File: config.mk
export PLATFORM = sky130hd
export DESIGN_NAME = seven_segment_mux_display_core
export DESIGN_NICKNAME = d
export VERILOG_FILES = /design/src/rtl/core/ssd_pkg.sv /design/src/rtl/core/seven_segment_mux_display_core.sv
export SDC_FILE = /design/constraint.sdc
export NUM_CORES = 1
export LEC_CHECK = 0
export ABC_AREA = 1
export BUFFER_PORTS_ARGS = -buffer_cell sky130_fd_sc_hd__clkbuf_2
export CORE_UTILIZATION = 33
export CTS_CLUSTER_DIAMETER = 30
export DETAILED_ROUTE_END_ITERATION = 7
export PLACE_DENSITY_LB_ADDON = 0.3
export SYNTH_ARGS = -nofsm -noshare
export SYNTH_HDL_FRONTEND = slang
export SYNTH_SLANG_ARGS = --single-unit
File: constraint.sdc
create_clock -name clock -period 2.8 [get_ports clock]
set_input_delay 0.56 -clock clock [delete_from_list [all_inputs] [get_ports clock]]
set_output_delay 0.56 -clock clock [all_outputs]
set_load 0.05 [all_outputs]
File: src/rtl/core/ssd_pkg.sv
package ssd_pkg;

   // default number of digits on the display
   localparam int NumDigits = 4;

   // fixed field widths
   localparam int DigitW     = 2;
   localparam int CharW      = 8;
   localparam int SegW       = 8;
   localparam int DigitPinsW = 4;
   localparam int MapW       = 64;
   localparam int CsrIndexW  = 2;

   // register indexes on the csr channel
   localparam logic [CsrIndexW-1:0] RegSegmentPinMap    = 2'd0;
   localparam logic [CsrIndexW-1:0] RegSegmentsActiveHi = 2'd1;
   localparam logic [CsrIndexW-1:0] RegDigitsActiveHi   = 2'd2;

   // register reset values
   localparam logic [MapW-1:0]       SegmentPinMapReset = 64'h8040_2010_0804_0201;
   localparam logic                  SegmentsActiveHiReset = 1'b1;
   localparam logic [DigitPinsW-1:0] DigitsActiveHiReset = 4'hF;

   // item kinds
   localparam logic KindSet  = 1'b0;
   localparam logic KindShow = 1'b1;

   // character codes
   localparam logic [6:0] CharLowerA = 7'h61;
   localparam logic [6:0] CharLowerZ = 7'h7A;
   localparam logic [6:0] Char0      = 7'h30;
   localparam logic [6:0] Char9      = 7'h39;
   localparam logic [6:0] CharUpperA = 7'h41;
   localparam logic [6:0] CharUpperR = 7'h52;
   localparam logic [6:0] CharDash   = 7'h2D;

   localparam logic [SegW-1:0] DashShape = 8'h40;
   localparam logic [SegW-1:0] DotShape  = 8'h80;

   localparam logic [SegW-1:0] NumeralShapes [10] = '{
      8'h3F, 8'h06, 8'h5B, 8'h4F, 8'h66, 8'h6D, 8'h7D, 8'h07, 8'h7F, 8'h6F
   };

   // letters a..r, k m q blank
   localparam logic [SegW-1:0] LetterShapes [18] = '{
      8'h77, 8'h7C, 8'h39, 8'h5E, 8'h79, 8'h71, 8'h7D, 8'h76, 8'h30,
      8'h0E, 8'h00, 8'h38, 8'h00, 8'h54, 8'h3F, 8'h73, 8'h00, 8'h50
   };

   // character code to segment shape (bit 0 = A .. bit 6 = G, bit 7 = DP)
   function automatic logic [SegW-1:0] glyph(input logic [CharW-1:0] code);
      logic [6:0]      c;
      logic [SegW-1:0] shape;
      c     = code[6:0];
      shape = '0;
      if (c >= CharLowerA && c <= CharLowerZ) begin
         c = c - (CharLowerA - CharUpperA);
      end
      if (c >= Char0 && c <= Char9) begin
         shape = NumeralShapes[4'(c - Char0)];
      end else if (c >= CharUpperA && c <= CharUpperR) begin
         shape = LetterShapes[5'(c - CharUpperA)];
      end else if (c == CharDash) begin
         shape = DashShape;
      end
      if (code[7]) begin
         shape = shape | DotShape;
      end
      return shape;
   endfunction

   // route a shape through the per-segment pin map
   function automatic logic [SegW-1:0] map_pins(input logic [SegW-1:0] shape,
                                                input logic [MapW-1:0] pin_map);
      logic [SegW-1:0] pins;
      pins = '0;
      for (int s = 0; s < SegW; s++) begin
         if (shape[s]) begin
            pins = pins | pin_map[8*s +: 8];
         end
      end
      return pins;
   endfunction

   // every pin driven by some segment
   function automatic logic [SegW-1:0] pin_mask(input logic [MapW-1:0] pin_map);
      logic [SegW-1:0] m;
      m = '0;
      for (int s = 0; s < SegW; s++) begin
         m = m | pin_map[8*s +: 8];
      end
      return m;
   endfunction

endpackage

File: src/rtl/core/seven_segment_mux_display_core.sv
// channel | direction | transaction carries
// --------+-----------+---------------------------------------------------
// req_    | in        | tuser: kind; tdata: digit, character
// rsp_    | out       | tdata: segment_pins, digit_pins
// csr_    | in        | register index and write data, always ready
//
// one item per clock while rsp_tready is high; two register stages: an input
// register and a result register, so an item's result is offered from the result
// register; the result register only stalls the input register when rsp_tready is low,
// the input register refills as soon as it hands its item on
// synchronous active-high reset clears stored patterns, shown digit and
// valids; registers go back to their power-on values
module seven_segment_mux_display_core #(
   parameter int NUM_DIGITS = ssd_pkg::NumDigits
) (
   input  logic                          clock,
   input  logic                          reset,
   // request stream
   input  logic                          req_tvalid,
   output logic                          req_tready,
   input  logic [15:0]                   req_tdata,   // digit[1:0], character[9:2], zero
   input  logic                          req_tuser,   // kind[0]
   // result stream
   output logic                          rsp_tvalid,
   input  logic                          rsp_tready,
   output logic [15:0]                   rsp_tdata,   // segment_pins[7:0], digit_pins[11:8], zero
   // register writes
   input  logic                          csr_valid,
   output logic                          csr_ready,
   input  logic [ssd_pkg::CsrIndexW-1:0] csr_index,
   input  logic [ssd_pkg::MapW-1:0]      csr_data
);

   // only digits reachable by the index field and the select pins are kept
   localparam int NumStored = (NUM_DIGITS < ssd_pkg::DigitPinsW) ? NUM_DIGITS
                                                                 : ssd_pkg::DigitPinsW;
   localparam int IdxW = (NumStored > 1) ? $clog2(NumStored) : 1;
   localparam logic [ssd_pkg::DigitPinsW-1:0] DigitLanes =
      ssd_pkg::DigitPinsW'((1 << NumStored) - 1);

   // configuration registers
   logic [ssd_pkg::MapW-1:0]       pin_map_ff;
   logic                           seg_active_hi_ff;
   logic [ssd_pkg::DigitPinsW-1:0] dig_active_hi_ff;

   // input register
   logic                        in_valid_ff;
   logic                        in_kind_ff;
   logic [ssd_pkg::DigitW-1:0]  in_digit_ff;
   logic [ssd_pkg::CharW-1:0]   in_char_ff;

   // display state
   logic [ssd_pkg::SegW-1:0]    patterns_ff [NumStored];
   logic [ssd_pkg::SegW-1:0]    shown_pattern_ff;
   logic [ssd_pkg::DigitW-1:0]  shown_digit_ff;
   logic                        active_ff;

   // result register
   logic                        out_valid_ff;
   logic [ssd_pkg::SegW-1:0]       out_seg_ff;
   logic [ssd_pkg::DigitPinsW-1:0] out_dig_ff;

   logic                           advance;
   logic                           in_range;
   logic [IdxW-1:0]                idx;
   logic [ssd_pkg::SegW-1:0]       new_pins;
   logic [ssd_pkg::SegW-1:0]       shown_pattern_in;
   logic [ssd_pkg::DigitW-1:0]     shown_digit_in;
   logic                           active_in;
   logic [ssd_pkg::SegW-1:0]       mask;
   logic [ssd_pkg::SegW-1:0]       out_seg_in;
   logic [ssd_pkg::DigitPinsW-1:0] out_dig_in;

   // item moves from the input register into the result register
   assign advance    = in_valid_ff && (!out_valid_ff || rsp_tready);
   assign req_tready = !in_valid_ff || advance;
   assign csr_ready  = 1'b1;

   assign in_range = ({30'd0, in_digit_ff} < 32'(NUM_DIGITS));
   assign idx      = IdxW'(in_digit_ff);

   // new pin set for a set item, mapped at set time
   assign new_pins = ssd_pkg::map_pins(ssd_pkg::glyph(in_char_ff), pin_map_ff);

   always_comb begin
      shown_pattern_in = shown_pattern_ff;
      shown_digit_in   = shown_digit_ff;
      active_in        = active_ff;
      if (in_range && in_kind_ff == ssd_pkg::KindShow) begin
         shown_pattern_in = patterns_ff[idx];
         shown_digit_in   = in_digit_ff;
         active_in        = 1'b1;
      end
   end

   // port levels after the item: mask and polarity applied at output
   always_comb begin
      mask = ssd_pkg::pin_mask(pin_map_ff);
      if (seg_active_hi_ff) begin
         out_seg_in = shown_pattern_in & mask;
      end else begin
         out_seg_in = ~shown_pattern_in & mask;
      end
      out_dig_in = ~dig_active_hi_ff & DigitLanes;
      if (active_in) begin
         out_dig_in = out_dig_in ^
            ((ssd_pkg::DigitPinsW'(1) << shown_digit_in) & DigitLanes);
      end
   end

   always_ff @(posedge clock) begin
      if (reset) begin
         pin_map_ff       <= ssd_pkg::SegmentPinMapReset;
         seg_active_hi_ff <= ssd_pkg::SegmentsActiveHiReset;
         dig_active_hi_ff <= ssd_pkg::DigitsActiveHiReset;
      end else if (csr_valid && csr_ready) begin
         case (csr_index)
            ssd_pkg::RegSegmentPinMap:    pin_map_ff       <= csr_data;
            ssd_pkg::RegSegmentsActiveHi: seg_active_hi_ff <= csr_data[0];
            ssd_pkg::RegDigitsActiveHi:   dig_active_hi_ff <= csr_data[3:0];
            default: ;  // unknown index, write dropped
         endcase
      end
   end

   // input register
   always_ff @(posedge clock) begin
      if (reset) begin
         in_valid_ff <= 1'b0;
      end else if (req_tready) begin
         in_valid_ff <= req_tvalid;
      end
      if (req_tvalid && req_tready) begin
         in_kind_ff  <= req_tuser;
         in_digit_ff <= req_tdata[1:0];
         in_char_ff  <= req_tdata[9:2];
      end
   end

   // display state and result register
   always_ff @(posedge clock) begin
      if (reset) begin
         for (int i = 0; i < NumStored; i++) begin
            patterns_ff[i] <= '0;
         end
         shown_pattern_ff <= '0;
         shown_digit_ff   <= '0;
         active_ff        <= 1'b0;
         out_valid_ff     <= 1'b0;
      end else begin
         if (advance) begin
            if (in_range && in_kind_ff == ssd_pkg::KindSet) begin
               patterns_ff[idx] <= new_pins;
            end
            shown_pattern_ff <= shown_pattern_in;
            shown_digit_ff   <= shown_digit_in;
            active_ff        <= active_in;
            out_valid_ff     <= 1'b1;
         end else if (rsp_tready) begin
            out_valid_ff <= 1'b0;
         end
      end
      if (advance) begin
         out_seg_ff <= out_seg_in;
         out_dig_ff <= out_dig_in;
      end
   end

   assign rsp_tvalid = out_valid_ff;
   assign rsp_tdata  = {4'd0, out_dig_ff, out_seg_ff};

endmodule
=== After elaboration in Yosys (flattened, before gate mapping) ===
Memory sizes are Yosys's and may differ from the RTL's. A register that Yosys moved wholly into a read port is not among the register bits.
Cells that the tools add are included.

* Memories: 3
* Memory bits (read-only): 384
* Bits in writable memories: 32
* Bits in registers: 105
* Latch bits: 0
* Bits of input ports: 88

{| class="wikitable"
|+ Memory list
! memory !! depth !! bits a word !! rd ports !! clocked after Yosys merged registers in !! wr ports !! RTL line !! source
|-
| (name not given) || 32 || 8 || 1 || 0 || 0 || ssd_pkg.sv:62 || <nowiki>shape = LetterShapes[5'(c - CharUpperA)];</nowiki>
|-
| (name not given) || 16 || 8 || 1 || 0 || 0 || ssd_pkg.sv:60 || <nowiki>shape = NumeralShapes[4'(c - Char0)];</nowiki>
|-
| patterns_ff || 4 || 8 || 1 || 1 || 4 || seven_segment_mux_display_core.sv:53 || <nowiki>logic [ssd_pkg::SegW-1:0] patterns_ff [NumStored];</nowiki>
|}

* Bitwise operators: 21
* Magnitude comparators: 8
* $mul: 0
* Div/mod/pow operators: 0
* Muxes and demuxes: 34
* Reductions and logical operators: 15
* $add $sub $neg: 3
* Eq/ne operators: 3
* Shifts and indexed selects: 1

{| class="wikitable"
|+ Operator list
! kind !! number
|-
| $mux W8 || 18
|-
| $or A8 B8 Y8 || 14
|-
| $and A8 B8 Y8 || 2
|-
| $ge A7 B7 Y1 const B || 2
|-
| $le A7 B7 Y1 const B || 2
|-
| $mux W7 || 2
|-
| $mux W1 || 10
|-
| $not A8 Y8 || 1
|-
| $reduce_or A8 Y1 || 1
|-
| $eq A7 B6 Y1 const B || 1
|-
| $ge A7 B6 Y1 const B || 1
|-
| $le A7 B6 Y1 const B || 1
|-
| $sub A7 B6 Y7 const B || 1
|-
| $ge A6 B6 Y1 const B || 1
|-
| $mux W2 || 3
|-
| $not A5 Y6 || 1
|-
| $reduce_and A2 Y1 || 3
|-
| $ge A5 B5 Y1 const B || 1
|-
| $logic_and A1 B1 Y1 || 5
|-
| $not A4 Y5 || 1
|-
| $sub A5 B1 Y5 const B || 1
|-
| $mux W4 || 1
|-
| $not A4 Y4 || 1
|-
| $shl A1 B2 Y4 const A || 1
|-
| other kinds (8) || 10
|}

=== Longest topological paths before layout ===
* Depth in word-level cells: 27
* Depth in mapped cells: 16

=== Worst setup path after synthesis ===
Ideal clock, no wire load.

* Kind: register to register
* Start: register in_char_ff[0] in the netlist's numbering
* End: memory patterns_ff[3][3] in the netlist's numbering, data pin
* Buffers on the path: 1
* Slack: 0.140 ns
* Library setup time: 0.269 ns
* Required time: 2.531 ns
* Stages on the path, launching flop included: 16
* Arrival time: 2.391 ns
* Cell sequence: edfxtp_1 -> inv_1 -> ha_1 -> ha_1 -> clkbuf_1 -> inv_1 -> o21ai_0 -> nand2_1 -> nand2_1 -> nor2_1 -> nand4_1 -> nand2_4 -> nand3_1 -> nand2_1 -> nor2_2 -> a21oi_1

{| class="wikitable"
|+ RTL lines
! what !! RTL line !! source
|-
| start, declared || seven_segment_mux_display_core.sv:50 || <nowiki>logic [ssd_pkg::CharW-1:0] in_char_ff;</nowiki>
|-
| start signal, assigned || seven_segment_mux_display_core.sv:136 || <nowiki>in_char_ff <= req_tdata[9:2];</nowiki>
|-
| end, declared || seven_segment_mux_display_core.sv:53 ||
|}

==> impl_metrics.tcl <==
set metrics [dict create \
    synth_xor_area_frac 0.0155 \
    cp_max_fo 8 \
    endpoint_kind "flop" \
    fill_cells 2069 \
    grt-ovfl-total 0 \
    drtIter0Drc 450 \
    cts.root.buffer_cell "clkbuf_16" \
    clk_pin_slew_ns 0.06 \
    slew_violations 0 \
    fin_util 0.417 \
    synth-adder-area-share 0.0185 \
    synth_edf_count 55 \
    ys_top_cells_by_area "dfxtp_1 (25%), edfxtp_1 (24%), nand2_1 (9.8%)" \
    ir_drop_mv 0.462 \
    min_period_ns 2.64 \
    firstDrtPassIters 7 \
    max-cap-violations 0 \
    synth.most_common_cell "nand2_1" \
    htreeDepth 4 \
    numCtsBuffers 17 \
    hold_depth 1 \
    rr_worst_depth 14 \
    clk_latency_ns 0.43 \
    grtUsageTotal 0.191 \
    rsz0062_at_grt "false" \
    synth_largest_area_cell "dfxtp_1" \
    worstHoldEndpoint "in_char_ff[1]" \
    synth.distinct_cells 36 \
    synth_top_area_frac 0.248 \
    leakagePower_nw 3.71 \
    startpoint_type "flop" \
    slowest_delay_ns 0.53 \
    r2r_slack_ns 0.16 \
    n_antenna_cell 0 \
    fp.dieH_um 145 \
    critical_path_class "flop to flop" \
    muxShareOfSynthArea 0 \
    grt_pass1_wl_mm 31.1 \
    worstPathCellList "inv_2, nand2_2, nor2_4, nand2_1, nand2_2, nand2_2, nand2_2, nand2_4, nor2_8, nand3_4, nand3_2, nand2_1, nor2_4, a21oi_1" \
    std_cell_rows 52 \
    cts_num_sinks 139 \
    ios 107 \
    hold_start "req_tdata[3]" \
    hold_viol 0 \
    area_delta_synth_final_pct 24.1 \
    crit_family "simple AND/OR/NAND/NOR gates" \
    synthCells 849 \
    setup_viol 0 \
    synth-main-ff-cell "dfxtp_1" \
    arrival_ns 2.81 \
    crit_slowest_cell "edfxtp_1" \
    required_ns 2.97 \
    grt_max_degree 73 \
    hold_path.class "input port to flop" \
    synth_area_um2 6770 \
    fin_skew_ns 0.0115 \
    ys_ff_latch 139 \
    io_buffer_count 95 \
    fin_nets 1054 \
    seq_area_um2 3330 \
    layout_setup_ws_ns 0.157 \
    ant_nets 0 \
    route.detailed.drc 0 \
    avgRoutedWirePerCell_um 15.9 \
    critical_path_buf_inv_count 1 \
    r2r_end "patterns_ff[3][7]" \
    avgSynthCellArea_um2 7.97 \
    die_w_um 145 \
    vias 6164 \
    placed_cells_incl_taps 1204 \
    tns_ns 0 \
    synth-compound-area-share 0.135 \
    synthSimpleGateAreaFrac 0.294 \
    netlist_top_cells_count "nand2_1 (177), nor2_1 (133), dfxtp_1 (84)" \
    timing.rr.start "in_char_ff[2]" \
    gp_congestion 0.873 \
    grt_pass1_vias 5793 \
    worstMarginPinSlew_ns 1.08 \
    routed_wl_mm 19.7 \
    layoutNonFillerInstCount 1239 \
    multi_input_area_um2 3330 \
    cts_tree "yes" \
    fin_worst_hold_slack_ns 0.311 \
    antenna_found_initial 0 \
    initial_core_util 0.336 \
    async_flop_share 0 \
    drive_above_1_share 0.214 \
    yosysSeqAreaShare 0.492 \
    yosysWarnings 0 \
    place.detailed.hpwl_mm 13.9 \
    status "finished, final reports clean" \
    synth_top_family_by_area "simple AND/OR/NAND/NOR gates" \
    finalCritPeriodShare 0.944 \
    dp_slack_ns 0.0803 \
    die_area_um2 21100 \
    cts_buffer_depth 2 \
    via_per_inst 4.97 \
    fmax_mhz 378 \
    core-area_um2 20200 \
    path_common_cell "nand2_2" \
    cellPowerDensity_nw_per_um2 626 \
    max-slew-margin-rel 0.282 \
]
registers in the layout (all words and copies together) (netlist names), named ones only:
| signal | count |
|---|---|
| dig_active_hi_ff | 4 |
| in_valid_ff | 1 |
| seg_active_hi_ff | 1 |
| shown_digit_ff | 2 |
| rsp_tvalid | 1 |
| in_char_ff | 8 |
| idx | 2 |
| out_dig_ff | 4 |
| patterns_ff | 32 |
| shown_pattern_ff | 8 |
| active_ff | 1 |
| pin_map_ff | 64 |
| in_kind_ff | 1 |
| out_seg_ff | 8 |
how the worst max path moves through the flow:
stage                              from                end  slack [ns]  cells after the start
after floorplan           in_char_ff[0]  patterns_ff[3][3]        0.14                     15
after global routing      in_char_ff[0]  patterns_ff[3][1]        0.02                     14
after CTS                 in_char_ff[1]  patterns_ff[1][7]        0.03                     15
after global placement    in_char_ff[1]  patterns_ff[3][2]        0.09                     15
after detailed placement  in_char_ff[1]  patterns_ff[3][7]        0.08                     15
final                     in_char_ff[2]  patterns_ff[3][7]        0.16                     14
where the power goes:
part	switching, mW	internal (mW)
Sequential	0.0787	2.22
Combinational	0.486	0.238
Clock	0.939	1.30
Total	1.50	3.76
logic make-up (layout without fill, tap and decap cells):
kind of cell / after synthesis / in the layout
xor+xnor: 12 / 12
other cells: 2 / 5
flops: 139 / 139
buf+inv: 74 / 191
compound gates: 166 / 166
fa+ha+maj: 10 / 10
simple gates: 446 / 446
cells in the final DEF (no fill, tap or decap), types with 3 or more instances in the layout:
master | netlist | layout
xnor2_1 | 3 | 3
o211ai_1 | 3 | 3
edfxtp_1 | 55 | 55
nand3_4 | 0 | 5
buf_4 | 5 | 27
nand2_4 | 7 | 9
nand3_1 | 69 | 66
nand3_2 | 5 | 3
a32o_1 | 8 | 8
o21ai_0 | 83 | 83
xor2_1 | 9 | 9
nor2_4 | 0 | 17
nand2_2 | 6 | 6
inv_2 | 1 | 5
nand2_1 | 177 | 175
conb_1 | 2 | 5
dfxtp_1 | 84 | 84
a21oi_1 | 65 | 64
inv_8 | 0 | 3
nor3_1 | 5 | 4
nor2_1 | 133 | 132
clkinv_4 | 0 | 5
clkbuf_2 | 0 | 95
ha_1 | 10 | 8
clkbuf_16 | 0 | 18
nand4_1 | 7 | 7
nor4_1 | 16 | 16
inv_1 | 35 | 31
metrics by stage:
step                      total power, mW  cell area, µm²
final                                5.26            8400
after CTS                            5.26            8210
after detailed placement             3.02            7620
after global routing                 5.48            8400
after global placement               3.02            7620
after floorplan                      2.77            6780
worst register-to-register path, cell delays in order, from the launching register on:
cell and delay (ns):
edfxtp_1 0.53, inv_2 0.18, nand2_2 0.11, nor2_4 0.10
nand2_1 0.06, nand2_2 0.11, nand2_2 0.09, nand2_2 0.09
nand2_4 0.10, nor2_8 0.27, nand3_4 0.20, nand3_2 0.13
nand2_1 0.12, nor2_4 0.19, a21oi_1 0.10
routing by layer:
metal | share of wire | track usage | routed length, µm | up-vias
met5 | 0 | 0 | 0 | -
met4 | 0.020 | 0.0705 | 403 | 0
met3 | 0.043 | 0.0333 | 856 | 24
met2 | 0.46 | 0.301 | 9010 | 163
met1 | 0.48 | 0.260 | 9420 | 2867
li1 | - | - | - | 3110
cell type report:
cell class	instances	share of cell area
well taps	270	0.0402
multi-input cells	639	0.396
repair buffers	122	0.0807
flip-flops and latches	139	0.397
clock inverters	13	0.0159
clock buffers	19	0.0541
inverters	37	0.0165
timing repair:
item                       4_1_cts  5_1_grt
buffers inserted                 0        3
setup endpoints to repair        0       32
hold buffers                     0        0
gates resized for setup          0       36
Power figures use the tool's default switching activity.
